## config.mk

```make
export PLATFORM = sky130hd
export DESIGN_NAME = json_string_unescape_utf8
export DESIGN_NICKNAME = d
export VERILOG_FILES = /design/src/hw/rtl/jsu_pkg.sv /design/src/hw/rtl/jsu_queue.sv /design/src/hw/rtl/jsu_front.sv /design/src/hw/rtl/jsu_back.sv /design/src/hw/rtl/json_string_unescape_utf8.sv
export SDC_FILE = /design/constraint.sdc
export NUM_CORES = 1
export LEC_CHECK = 0
export BUFFER_PORTS_ARGS = -buffer_cell sky130_fd_sc_hd__buf_2
export CORE_ASPECT_RATIO = 1.4
export CORE_MARGIN = 2
export CORE_UTILIZATION = 41
export CTS_BUF_LIST = sky130_fd_sc_hd__clkbuf_16
export CTS_CLUSTER_SIZE = 30
export DETAILED_ROUTE_END_ITERATION = 10
export PLACE_DENSITY_LB_ADDON = 0.2
export SLEW_MARGIN = 25
export SYNTH_ARGS = -nofsm -noshare
export SYNTH_HDL_FRONTEND = slang
export SYNTH_HIERARCHICAL = 1
export SYNTH_SLANG_ARGS = --single-unit
```

## constraint.sdc

```tcl
create_clock -name clk -period 6.45 [get_ports clk]
set_input_delay 1.29 -clock clk [delete_from_list [all_inputs] [get_ports clk]]
set_output_delay 1.29 -clock clk [all_outputs]
set_load 0.02 [all_outputs]
```

## src/hw/rtl/jsu_pkg.sv

```systemverilog
`timescale 1ns / 1ps
// ----------------------------------------------------------------------------
// jsu_pkg
// shared types, codes and helpers for the json string unescaper
// ----------------------------------------------------------------------------
package jsu_pkg;

  // result kinds
  localparam logic [1:0] KIND_DATA = 2'd0;
  localparam logic [1:0] KIND_END  = 2'd1;
  localparam logic [1:0] KIND_ERR  = 2'd2;

  // characters of interest
  localparam logic [7:0] CH_NUL    = 8'h00;
  localparam logic [7:0] CH_QUOTE  = 8'h22;
  localparam logic [7:0] CH_BSLASH = 8'h5C;
  localparam logic [7:0] CH_SLASH  = 8'h2F;
  localparam logic [7:0] CH_B      = 8'h62;
  localparam logic [7:0] CH_F      = 8'h66;
  localparam logic [7:0] CH_N      = 8'h6E;
  localparam logic [7:0] CH_R      = 8'h72;
  localparam logic [7:0] CH_T      = 8'h74;
  localparam logic [7:0] CH_U      = 8'h75;

  // decoded control bytes
  localparam logic [7:0] CTL_BS = 8'h08;
  localparam logic [7:0] CTL_FF = 8'h0C;
  localparam logic [7:0] CTL_LF = 8'h0A;
  localparam logic [7:0] CTL_CR = 8'h0D;
  localparam logic [7:0] CTL_HT = 8'h09;

  // run queue between front and back
  localparam int QUEUE_DEPTH = 4;
  localparam int QPTR_W      = $clog2(QUEUE_DEPTH);
  localparam int QCNT_W      = QPTR_W + 1;

  typedef enum logic [3:0] {
    MODE_NORMAL  = 4'd0,
    MODE_ESC     = 4'd1,
    MODE_HEX     = 4'd2,
    MODE_SUR_BS  = 4'd3,
    MODE_SUR_U   = 4'd4,
    MODE_SUR_HEX = 4'd5,
    MODE_DRAIN   = 4'd6
  } mode_t;

  // one run of 1 to 4 results caused by a single input byte
  typedef struct packed {
    logic [1:0]      last_idx;
    logic [1:0]      kind;
    logic [3:0][7:0] data;
  } run_t;

  // queue status seen by the front and back
  typedef struct packed {
    logic full;
    logic empty;
  } q_status_t;

  function automatic run_t utf8_run(input logic [20:0] cp);
    run_t r;
    r.kind = KIND_DATA;
    r.data = '0;
    if (cp < 21'h00080) begin
      r.last_idx = 2'd0;
      r.data[0]  = cp[7:0];
    end else if (cp < 21'h00800) begin
      r.last_idx = 2'd1;
      r.data[0]  = {3'b110, cp[10:6]};
      r.data[1]  = {2'b10, cp[5:0]};
    end else if (cp < 21'h10000) begin
      r.last_idx = 2'd2;
      r.data[0]  = {4'b1110, cp[15:12]};
      r.data[1]  = {2'b10, cp[11:6]};
      r.data[2]  = {2'b10, cp[5:0]};
    end else begin
      r.last_idx = 2'd3;
      r.data[0]  = {5'b11110, cp[20:18]};
      r.data[1]  = {2'b10, cp[17:12]};
      r.data[2]  = {2'b10, cp[11:6]};
      r.data[3]  = {2'b10, cp[5:0]};
    end
    return r;
  endfunction

  function automatic run_t single_run(input logic [7:0] b, input logic [1:0] k);
    run_t r;
    r.last_idx = 2'd0;
    r.kind     = k;
    r.data     = '0;
    r.data[0]  = b;
    return r;
  endfunction

endpackage

```

## src/hw/rtl/jsu_queue.sv

```systemverilog
`timescale 1ns / 1ps
// ----------------------------------------------------------------------------
// jsu_queue
// small fifo of decoded runs between front and back
// ----------------------------------------------------------------------------
module jsu_queue
  import jsu_pkg::*;
(
  input  logic      clk,
  input  logic      rst,
  input  logic      push,
  input  run_t      push_run,
  input  logic      pop,
  output run_t      head,
  output q_status_t status
);

  run_t              slots [QUEUE_DEPTH];
  logic [QPTR_W-1:0] wr_ptr;
  logic [QPTR_W-1:0] rd_ptr;
  logic [QCNT_W-1:0] count;

  assign status.full  = (count == QCNT_W'(QUEUE_DEPTH));
  assign status.empty = (count == '0);
  assign head         = slots[rd_ptr];

  always_ff @(posedge clk) begin
    if (push) begin
      slots[wr_ptr] <= push_run;
    end
  end

  always_ff @(posedge clk) begin
    if (rst) begin
      wr_ptr <= '0;
      rd_ptr <= '0;
      count  <= '0;
    end else begin
      if (push) begin
        wr_ptr <= wr_ptr + 1'b1;
      end
      if (pop) begin
        rd_ptr <= rd_ptr + 1'b1;
      end
      if (push && !pop) begin
        count <= count + 1'b1;
      end else if (pop && !push) begin
        count <= count - 1'b1;
      end
    end
  end

endmodule

```

## src/hw/rtl/jsu_front.sv

```systemverilog
`timescale 1ns / 1ps
// ----------------------------------------------------------------------------
// jsu_front
// takes escaped bytes, tracks escape state and builds result runs
// ----------------------------------------------------------------------------
module jsu_front
  import jsu_pkg::*;
(
  input  logic      clk,
  input  logic      rst,
  input  logic      in_valid,
  output logic      in_ready,
  input  logic [7:0] in_byte,
  input  q_status_t q_status,
  output logic      push,
  output run_t      push_run
);

  mode_t       mode;
  mode_t       mode_next;
  logic [1:0]  digit_count;
  logic [1:0]  digit_count_next;
  logic [15:0] code_unit;
  logic [15:0] code_unit_next;
  logic [15:0] lead_unit;
  logic [15:0] lead_unit_next;

  logic        accept;
  logic        hex_ok;
  logic [3:0]  hex_nib;
  logic [15:0] cu_shift;
  logic        last_digit;
  logic        is_lead;
  logic        is_trail;
  logic [20:0] cp_pair;
  logic        esc_known;
  logic [7:0]  esc_byte;
  logic        fail;
  logic        emit;

  assign in_ready = !q_status.full;
  assign accept   = in_valid && in_ready;
  assign push     = accept && emit;

  // classify the byte against the current mode
  always_comb begin
    hex_ok  = 1'b1;
    hex_nib = 4'h0;
    case (in_byte) inside
      [8'h30:8'h39]: hex_nib = 4'(in_byte - 8'h30);
      [8'h61:8'h66]: hex_nib = 4'(in_byte - 8'h57);
      [8'h41:8'h46]: hex_nib = 4'(in_byte - 8'h37);
      default:       hex_ok  = 1'b0;
    endcase

    cu_shift   = {code_unit[11:0], hex_nib};
    last_digit = (digit_count == 2'd3);
    is_lead    = (cu_shift inside {[16'hD800:16'hDBFF]});
    is_trail   = (cu_shift inside {[16'hDC00:16'hDFFF]});
    cp_pair    = {1'b0, lead_unit[9:0], cu_shift[9:0]} + 21'h10000;

    esc_known = 1'b1;
    esc_byte  = in_byte;
    case (in_byte)
      CH_QUOTE, CH_BSLASH, CH_SLASH, CH_U: esc_byte = in_byte;
      CH_B:    esc_byte = CTL_BS;
      CH_F:    esc_byte = CTL_FF;
      CH_N:    esc_byte = CTL_LF;
      CH_R:    esc_byte = CTL_CR;
      CH_T:    esc_byte = CTL_HT;
      default: esc_known = 1'b0;
    endcase

    case (mode)
      MODE_ESC:     fail = !esc_known;
      MODE_HEX:     fail = !hex_ok ||
                           (last_digit && !is_lead && (is_trail || cu_shift == 16'h0000));
      MODE_SUR_HEX: fail = !hex_ok || (last_digit && !is_trail);
      MODE_SUR_BS:  fail = (in_byte != CH_BSLASH);
      MODE_SUR_U:   fail = (in_byte != CH_U);
      default:      fail = 1'b0;
    endcase
  end

  // next state
  always_comb begin
    mode_next        = mode;
    digit_count_next = digit_count;
    code_unit_next   = code_unit;
    lead_unit_next   = lead_unit;
    case (mode)
      MODE_ESC: begin
        mode_next = MODE_NORMAL;
        if (in_byte == CH_U) begin
          mode_next        = MODE_HEX;
          digit_count_next = 2'd0;
          code_unit_next   = 16'h0000;
        end
      end
      MODE_HEX, MODE_SUR_HEX: begin
        if (hex_ok) begin
          code_unit_next   = cu_shift;
          digit_count_next = digit_count + 2'd1;
          if (last_digit) begin
            if (mode == MODE_HEX && is_lead) begin
              lead_unit_next = cu_shift;
              mode_next      = MODE_SUR_BS;
            end else begin
              mode_next = MODE_NORMAL;
            end
          end
        end
      end
      MODE_SUR_BS: begin
        mode_next = MODE_SUR_U;
      end
      MODE_SUR_U: begin
        mode_next        = MODE_SUR_HEX;
        digit_count_next = 2'd0;
        code_unit_next   = 16'h0000;
      end
      MODE_DRAIN: begin
        if (in_byte == CH_NUL) begin
          mode_next = MODE_NORMAL;
        end
      end
      default: begin
        mode_next = (in_byte == CH_BSLASH) ? MODE_ESC : MODE_NORMAL;
      end
    endcase
    if (fail) begin
      mode_next = (in_byte == CH_NUL) ? MODE_NORMAL : MODE_DRAIN;
    end
  end

  // run built for this byte
  always_comb begin
    emit     = 1'b0;
    push_run = single_run(CH_NUL, KIND_DATA);
    if (fail) begin
      emit     = 1'b1;
      push_run = single_run(CH_NUL, KIND_ERR);
    end else begin
      case (mode)
        MODE_ESC: begin
          emit     = (in_byte != CH_U);
          push_run = single_run(esc_byte, KIND_DATA);
        end
        MODE_HEX: begin
          emit     = last_digit && !is_lead;
          push_run = utf8_run({5'b00000, cu_shift});
        end
        MODE_SUR_HEX: begin
          emit     = last_digit;
          push_run = utf8_run(cp_pair);
        end
        MODE_SUR_BS, MODE_SUR_U, MODE_DRAIN: begin
          emit = 1'b0;
        end
        default: begin
          emit     = (in_byte != CH_BSLASH);
          push_run = (in_byte == CH_NUL) ? single_run(CH_NUL, KIND_END)
                                         : single_run(in_byte, KIND_DATA);
        end
      endcase
    end
  end

  always_ff @(posedge clk) begin
    if (rst) begin
      mode        <= MODE_NORMAL;
      digit_count <= 2'd0;
      code_unit   <= 16'h0000;
      lead_unit   <= 16'h0000;
    end else if (accept) begin
      mode        <= mode_next;
      digit_count <= digit_count_next;
      code_unit   <= code_unit_next;
      lead_unit   <= lead_unit_next;
    end
  end

endmodule

```

## src/hw/rtl/jsu_back.sv

```systemverilog
`timescale 1ns / 1ps
// ----------------------------------------------------------------------------
// jsu_back
// walks each queued run, one result per cycle into a register unless stalled
// ----------------------------------------------------------------------------
module jsu_back
  import jsu_pkg::*;
(
  input  logic       clk,
  input  logic       rst,
  input  q_status_t  q_status,
  input  run_t       head,
  output logic       pop,
  output logic       out_valid,
  input  logic       out_ready,
  output logic [7:0] out_byte,
  output logic [1:0] kind,
  output logic       last_of_run
);

  logic [1:0] idx;
  logic       load;
  logic       take;
  logic       at_last;

  assign load    = !out_valid || out_ready;
  assign take    = load && !q_status.empty;
  assign at_last = (idx == head.last_idx);
  assign pop     = take && at_last;

  always_ff @(posedge clk) begin
    if (take) begin
      out_byte    <= head.data[idx];
      kind        <= head.kind;
      last_of_run <= at_last;
    end
  end

  always_ff @(posedge clk) begin
    if (rst) begin
      out_valid <= 1'b0;
      idx       <= 2'd0;
    end else begin
      if (load) begin
        out_valid <= !q_status.empty;
      end
      if (take) begin
        idx <= at_last ? 2'd0 : idx + 2'd1;
      end
    end
  end

endmodule

```

## src/hw/rtl/json_string_unescape_utf8.sv

```systemverilog
`timescale 1ns / 1ps
// path: an accepted byte's run is written into the run queue, then loaded into the output
//   register; a result waits longer while earlier results are still queued or the output is stalled
// throughput: one result per cycle out of the output register while out_ready is high; a byte
//   that decodes to a multi-byte utf-8 sequence holds the back end until each of its bytes is
//   driven, the front keeps taking bytes until the 4-entry run queue fills
// reset: synchronous rst puts the decoder in normal text mode and empties queue and output
// ----------------------------------------------------------------------------
// json_string_unescape_utf8
// json string body unescaper with utf-8 output, decoupled front and back
// ----------------------------------------------------------------------------
module json_string_unescape_utf8
  import jsu_pkg::*;
(
  input  logic       clk,
  input  logic       rst,
  // escaped text requests
  input  logic       in_valid,
  output logic       in_ready,
  input  logic [7:0] in_byte,
  // decoded results
  output logic       out_valid,
  input  logic       out_ready,
  output logic [7:0] out_byte,
  output logic [1:0] kind,
  output logic       last_of_run
);

  // front to queue
  logic      push;
  run_t      push_run;
  // queue to back
  logic      pop;
  run_t      head;
  q_status_t q_status;

  // front: escape state machine, hex collection, surrogate pairing and utf-8 encode,
  // one input byte per cycle whenever the queue has room
  jsu_front u_front (
    .clk      (clk),
    .rst      (rst),
    .in_valid (in_valid),
    .in_ready (in_ready),
    .in_byte  (in_byte),
    .q_status (q_status),
    .push     (push),
    .push_run (push_run)
  );

  // queue of whole runs, lets a stalled output side leave the input side running
  jsu_queue u_queue (
    .clk      (clk),
    .rst      (rst),
    .push     (push),
    .push_run (push_run),
    .pop      (pop),
    .head     (head),
    .status   (q_status)
  );

  // back: steps through the bytes of the head run into the output register
  jsu_back u_back (
    .clk         (clk),
    .rst         (rst),
    .q_status    (q_status),
    .head        (head),
    .pop         (pop),
    .out_valid   (out_valid),
    .out_ready   (out_ready),
    .out_byte    (out_byte),
    .kind        (kind),
    .last_of_run (last_of_run)
  );

endmodule
```

==> After elaboration in Yosys (flattened, before gate mapping) <==
Memory sizes are Yosys's and may differ from the RTL's. A register that Yosys moved wholly into a read port is not among the register bits.
Index checks and enable logic that the tools add are counted.
{ "word_totals": {"mem_bits_rw": 144, "word_cells": 156, "ff_bits": 49, "memories": 1, "out_inout_bits": 13, "inputBits": 12} }
{ "op_classes": {"reduce_logical": 39, "mux": 53, "add_sub_neg": 10, "n_eq_ne": 25, "magnitude_cmp": 16} }
{ "memory_table": {"columns": ["name", "words", "width", "read_ports", "rd_ports_with_merged_regs", "wr", "line_no", "rtl"], "rows": [
  ["u_queue.slots", 4, 36, 1, 1, 1, "jsu_queue.sv:18", "run_t slots [QUEUE_DEPTH];"]
]} }
{ "op_table": {"columns": ["operator", "n"], "rows": [
  ["case mux 36 bit (4 select lines)", 1],
  ["== test 8 x 7 -> 1 bit, second input constant", 7],
  ["2-to-1 mux 16 bit", 3],
  ["2-to-1 mux 8 bit", 5],
  ["case mux 8 bit (5 select lines)", 1],
  ["2-to-1 mux 36 bit", 1],
  ["case mux 12 bit (3 select lines)", 1],
  ["2-to-1 mux 33 bit", 1],
  ["greater-or-equal comparator 16 bit, second input constant", 2],
  ["less-or-equal comparator 16 bit, second input constant", 2],
  ["2-to-1 mux 4 bit", 7],
  ["2-to-1 mux 12 bit", 2],
  ["2-to-1 mux 24 bit", 1],
  ["2-to-1 mux 2 bit", 11],
  ["2-to-1 mux 22 bit", 1],
  ["adder 20 x 17 -> 21 bit, second input constant", 1],
  ["< comparator 21 x 12 -> 1 bit, second input constant", 1],
  ["< comparator 21 x 17 -> 1 bit, second input constant", 1],
  ["< comparator 21 x 8 -> 1 bit, second input constant", 1],
  ["case mux 4 bit (5 select lines)", 1],
  ["binary-select mux 8 bit (select 2 bit)", 1],
  ["== test 8 x 6 -> 1 bit, second input constant", 2],
  ["greater-or-equal comparator 8 x 7 -> 1 bit, second input constant", 2],
  ["less-or-equal comparator 8 x 7 -> 1 bit, second input constant", 2],
  ["38 further kinds", 85]
]} }

==> Logic depth before layout (Yosys ltp) <==
{ "logic_depth": {"ltp_word": 18, "ltp_mapped": 16} }

==> Modules after synthesis <==
Netlist, hierarchy kept.
{ "by_module_without_submodules": {"columns": ["mod", "cells_each", "area_per_inst_um2", "n_inst", "seq_area_each_um2"], "rows": [
  ["jsu_queue", 232, 5677.9, 1, 4504.3],
  ["jsu_front", 405, 2887.8, 1, 540.5],
  ["jsu_back", 44, 704.4, 1, 390.4]
]} }

==> Least setup slack after synthesis <==
OpenSTA, ideal clock, no wires.
{ "synth_timing": {"kind": "input to register", "from": "input in_byte[0]", "to": "memory u_queue/slots[0][0] in the netlist's numbering (enable)", "n_path_buf": 1, "setup_time_ps": 397, "cell_stages": 10, "required_ps": 6053, "arrival_time_ps": 4435, "setup_slack_ps": 1619, "path_cell_list": "clkbuf_1 -> inv_1 -> ha_1 -> and4b_1 -> nor3_1 -> a31oi_1 -> or4_1 -> and3_4 -> a21oi_1 -> and2_1"} }
{ "synth_via": {"elab_chain_len": 16, "elab_cells_between_ends": 54, "cone_classes": "add/sub (3); order compare (10); eq/ne (11); mux (12); reduce/logical (18)"} }
{ "synth_lines": {"columns": ["item", "line_no", "rtl"], "rows": [
  ["from (decl)", "json_string_unescape_utf8.sv:20", "input logic [7:0] in_byte,"],
  ["greater-or-equal comparator 8 x 7 -> 1 bit (no line) / less-or-equal comparator 8 x 7 -> 1 bit (equally long branches)", null, null],
  ["logical AND 1 bit (no line)", null, null],
  ["2-to-1 mux 4 bit (3 in a row)", "jsu_front.sv:49", "case (in_byte) inside"],
  ["greater-or-equal comparator 16 bit / less-or-equal comparator 16 bit (equally long branches)", "jsu_front.sv:58", "is_lead = (cu_shift inside {[16'hD800:16'hDBFF]});"],
  ["logical AND 1 bit", "jsu_front.sv:58", null],
  ["logical NOT 1 bit", "jsu_front.sv:77, jsu_front.sv:150", null],
  ["logical AND 1 bit", "jsu_front.sv:77, jsu_front.sv:150", null],
  ["logical AND 1 bit", "jsu_front.sv:77", "(last_digit && !is_lead && (is_trail || cu_shift == 16'h0000));"],
  ["logical OR 1 bit", "jsu_front.sv:76", "MODE_HEX: fail = !hex_ok ||"],
  ["case mux 1 bit (5 select lines)", "jsu_front.sv:74", "case (mode)"],
  ["2-to-1 mux 1 bit *", "jsu_front.sv:140", "if (fail) begin"],
  ["logical AND 1 bit *", "jsu_front.sv:43", "assign push = accept && emit;"],
  ["via push", "json_string_unescape_utf8.sv:30", "logic push;"],
  ["2-to-1 mux 1 bit *", "jsu_queue.sv:28", "if (push) begin"],
  ["2-to-1 mux 1 bit (not written as such) *", "jsu_queue.sv:29", "slots[wr_ptr] <= push_run;"],
  ["to (decl)", "jsu_queue.sv:18", null]
]} }
The timed path passes the listed nets; every way through them passes the cells marked *.

==> Final worst setup path <==
{ "layout_timing": {"from": "input in_byte[0]", "to": "register u_queue.count[2]"} }
{ "layout_via": {"elab_chain_len": 17, "elab_cells_between_ends": 57, "cone_classes": "add/sub (3); order compare (10); eq/ne (11); mux (11); reduce/logical (22)"} }
{ "layout_lines": {"columns": ["item", "line_no", "rtl"], "rows": [
  ["greater-or-equal comparator 8 x 7 -> 1 bit (no line) / less-or-equal comparator 8 x 7 -> 1 bit (equally long branches)", null, null],
  ["logical AND 1 bit (no line)", null, null],
  ["2-to-1 mux 4 bit (3 in a row)", "jsu_front.sv:49", null],
  ["greater-or-equal comparator 16 bit / less-or-equal comparator 16 bit (equally long branches)", "jsu_front.sv:58", null],
  ["logical AND 1 bit", "jsu_front.sv:58", null],
  ["logical NOT 1 bit", "jsu_front.sv:77, jsu_front.sv:150", null],
  ["logical AND 1 bit", "jsu_front.sv:77, jsu_front.sv:150", null],
  ["logical AND 1 bit", "jsu_front.sv:77", null],
  ["logical OR 1 bit", "jsu_front.sv:76", null],
  ["case mux 1 bit (5 select lines)", "jsu_front.sv:74", null],
  ["2-to-1 mux 1 bit *", "jsu_front.sv:140", null],
  ["logical AND 1 bit *", "jsu_front.sv:43", null],
  ["via push", "json_string_unescape_utf8.sv:30", null],
  ["logical NOT 1 bit", "jsu_queue.sv:47", "end else if (pop && !push) begin"],
  ["logical AND 1 bit", "jsu_queue.sv:47", null],
  ["nonzero test 2 bit (no line)", null, null],
  ["to (signal assigned)", "jsu_queue.sv:46", "count <= count + 1'b1;"],
  ["to (signal assigned)", "jsu_queue.sv:48", "count <= count - 1'b1;"],
  ["to (decl)", "jsu_queue.sv:21", "logic [QCNT_W-1:0] count;"]
]} }
Marked as above.
A chain may end at the register's enable or synchronous reset.

==> run summary <==
* **Switching Share** 32.7%
* **asr flop ratio synth** 0%
* **area of the die** 23800 um2
* **top-area cell type share of the netlist area** 50.2%
* **I/O pin count** 25
* **Logic pwr share** 30.4%
* **Netlist cell types** 83
* **total of warnings raised by yosys** 6
* **number of storage elements in the synthesis netlist** 194
* **aggregate global routing overflow** 0
* **placement row count** 65
* **root cell of the clock tree** sky130_fd_sc_hd__clkbuf_16
* **Nets** 709
* **Worst Hold Depth** 2
* **classification of the worst-slack hold path** flip-flop to flip-flop
* **worst hold margin** 0.499 ns
* **total number of H-tree levels** 4
* **Setup TNS** 0 ns
* **Critical Path Start Type** input pin
* **final design instance area without fill** 10100 um2
* **Max Slew Vio Count** 0
* **Max Fclk** 211 MHz
* **pwr dens** 410 nW/um2
* **arrival time of the worst setup path** 5.10 ns
* **via count of the first global-routing pass** 6004
* **clock network power share** 24.9%
* **starting DRC count in detailed routing** 496
* **Hold Vio Cnt, Final** 0
* **global-route wire length before repair** 34500 um
* **buffer count from post-CTS setup fixing** 0
* **Critical Path Sink Type** flip-flop
* **post-detailed-route count of antenna-violating nets** 0
* **die span in y** 182 um
* **Leakage Power** 0.00327 uW
* **initial core utilization** 41.4%
* **post-layout minimum cycle time** 4.74 ns
* **reg2reg setup slack** 2.18 ns
* **internal power of the cells** 2800 uW
* **share of the core filled with cells** 45.3%
* **synthesized instance count** 681
* **count of port buffers added during placement** 24
* **number of max-cap violations** 0
* **worst-path maximum fanout** 11
* **actual slew at the worst max-slew pin** 0.945 ns
* **dominant register cell in the synthesized netlist** sky130_fd_sc_hd__edfxtp_1
* **fill cell total of the finished layout** 2002
* **WS Path Type** input pin to flip-flop
* **first-pass iteration count of the detailed router** 5
* **slew margin rel.** 36.9%
* **Post-DP Area** 9540 um2
* **post-DR wirelength/cell** 22.3 um
* **worst skew pair latency** 0.43 ns
* **Period Utilization, post-route** 73.6%
* **unrepaired setup endpoints after global routing** false
* **last weighted congestion value of the routability-driven placer** 0.970
* **number of vias per cell after detailed routing** 5.90
* **clock tree skew after final layout** 0.0133 ns
* **CTS sink cnt** 194
* **DRC errors left** 0
* **antenna violations before repair** 0
* **outcome** finished, final reports clean
* **WL final** 22300 um
* **number of diodes** 0
* **library cell occupying the most area in the post-synthesis netlist** sky130_fd_sc_hd__edfxtp_1
* **main area contributors after synthesis** sky130_fd_sc_hd__edfxtp_1 (50%), sky130_fd_sc_hd__mux4_2 (9.0%), sky130_fd_sc_hd__dfxtp_1 (8.4%)
* **fraction of final layout cells with drive strength greater than 1** 19.3%
* **sw power** 1360 uW
* **netlist area before placement** 9270 um2
* **Via Count** 5899
* **die extent in x** 131 um
* **quantity of gates resized following cts** 0
* **data required time of the worst path** 6.80 ns
* **maximum number of pins on one net before global-route repair** 42
* **number of buffers on the longest clock path** 2
* **Core Area** 22400 um2
* **half-perimeter wire length after placement** 15300 um
* **Hold Buf Count CTS** 0
* **number of flops mapped to enable cells by yosys** 155
* **number of cells on the worst reg-to-reg path** 12
* **total CTS buffers** 17
* **CTS tree** done
* **area delta synth->final** 9.33%
* **total of endpoints with negative setup slack in the final report** 0
* **Peak VDD IR** 0.213 mV
* **proportion of synthesized chip area in sequential cells** 58.6%
* **Clock Pin Slew Worst Setup and Hold Paths** 0.07 ns
* **Synth Area per Inst** 13.6 um2
* **total routing resource utilization after global routing** 19.7%
* **sequential share of power** 44.7%
[registers in the layout (all words and copies together), names as in the netlist, named ones only]
register	cells
u_back/out_byte	8
u_back/idx	2
u_front/code_unit	12
u_back/out_valid	1
u_front/lead_unit	10
u_back/kind	2
u_queue/slots	144
u_queue/wr_ptr	2
u_front/mode	3
u_back/last_of_run	1
u_queue/rd_ptr	2
u_queue/count	3
u_front/digit_count	2
[cells in the final DEF, fill, tap and decap left out, drive strengths merged, types with 6 or more instances in the layout]
cell and instances:
a31oi 7, nand3 17, and2 10, ha 11
dfxtp 39, o21ai 19, nor2b 7, mux4 44
inv 24, clkinv 6, buf 34, nand2 50
nand4 7, nor2 46, clkbuf 17, nor3b 7
or3 6, edfxtp 155, and3 6, nor3 34
a21oi 36, a22oi 21
[path summary, 6_finish.rpt]
kind,endpoint,startpoint
worst max register to register,u_queue/count[2]$_SDFFE_PP0P_,u_front/mode[1]$_SDFFE_PP0P_
worst max-delay path,u_queue/count[2]$_SDFFE_PP0P_,in_byte[0]
worst min-delay path,u_front/lead_unit[7]$_SDFFE_PP0P_,u_front/lead_unit[7]$_SDFFE_PP0P_
worst min register to register,u_front/lead_unit[7]$_SDFFE_PP0P_,u_front/lead_unit[7]$_SDFFE_PP0P_
[logic make-up (layout without fill, tap and decap cells)]
logic type	after synthesis	in the layout	share of synthesized area (%)
AOI/OAI and AO/OA	130	130	9.83
other	1	3	0.0405
buffers and inverters	70	85	4.10
and+or+nand+nor	217	217	13.4
xor gates and xnor gates	7	7	0.661
muxes	50	50	11.6
DFF	194	194	58.6
adders and majority gates	12	12	1.70
[final cells by class]
cell class,count,area (um2),share of cell area (%)
flip-flops and latches,194,5440,53.6
clock inverters,15,153,1.51
clock buffers,17,425,4.20
well taps,301,377,3.72
repair buffers,34,208,2.05
multi-input cells,419,3460,34.2
inverters,19,71.3,0.704
[routing by layer]
layer | part of all wire [%] | global-route usage [%] | vias up
li1 | - | - | 2676
met1 | 40 | 23.4 | 2985
met2 | 53 | 34.1 | 187
met3 | 3.5 | 3.15 | 51
met4 | 4.0 | 9.57 | 0
met5 | 0 | 0 | -
[power by group through the flow]
stage                     Combinational (uW)  Sequential (uW)  Clock (uW)
final                                   1260             1860        1040
after global routing                    1370             1890        1110
after CTS                               1280             1860        1060
after detailed placement                1270             1890           0
after global placement                  1260             1870           0
after floorplan                          992             1850           0
[cells in the mapped netlist, types with 6 or more instances]
cell type / instances
sky130_fd_sc_hd__or3_1: 6
sky130_fd_sc_hd__mux4_2: 37
sky130_fd_sc_hd__nand2_1: 50
sky130_fd_sc_hd__dfxtp_1: 39
sky130_fd_sc_hd__nor2b_1: 7
sky130_fd_sc_hd__a21oi_1: 35
sky130_fd_sc_hd__buf_2: 12
sky130_fd_sc_hd__ha_1: 11
sky130_fd_sc_hd__mux4_1: 7
sky130_fd_sc_hd__nor3b_1: 6
sky130_fd_sc_hd__nor3_2: 17
sky130_fd_sc_hd__nor3_1: 16
sky130_fd_sc_hd__edfxtp_1: 155
sky130_fd_sc_hd__nor2_1: 46
sky130_fd_sc_hd__inv_1: 18
sky130_fd_sc_hd__buf_4: 6
sky130_fd_sc_hd__nand3_1: 16
sky130_fd_sc_hd__a22oi_1: 21
sky130_fd_sc_hd__a31oi_1: 7
sky130_fd_sc_hd__clkbuf_1: 24
sky130_fd_sc_hd__o21ai_0: 16
sky130_fd_sc_hd__nand4_1: 7
sky130_fd_sc_hd__and2_1: 9
[worst max-delay path, stage by stage]
cell and delay [ns]:
sky130_fd_sc_hd__buf_2 0.20, sky130_fd_sc_hd__inv_1 0.11, sky130_fd_sc_hd__ha_1 0.28, sky130_fd_sc_hd__and4b_1 0.25, sky130_fd_sc_hd__nor3_1 0.27, sky130_fd_sc_hd__a31oi_1 0.21, sky130_fd_sc_hd__or4_1 0.53, sky130_fd_sc_hd__and3_4 0.20
sky130_fd_sc_hd__a21oi_1 0.45, sky130_fd_sc_hd__ha_1 0.28, sky130_fd_sc_hd__inv_1 0.06, sky130_fd_sc_hd__fa_1 0.37, sky130_fd_sc_hd__xor2_1 0.15, sky130_fd_sc_hd__or3_1 0.30, sky130_fd_sc_hd__a21oi_1 0.15
[stage by stage]
step,worst slack (ns),cells,total power [uW]
after detailed placement,1.27,966,3160
after floorplan,1.62,683,2840
after global routing,1.31,999,4370
final,1.71,999,4160
after CTS,1.73,998,4200
after global placement,1.36,966,3130
No activity file was read; power rests on OpenSTA's default activity.
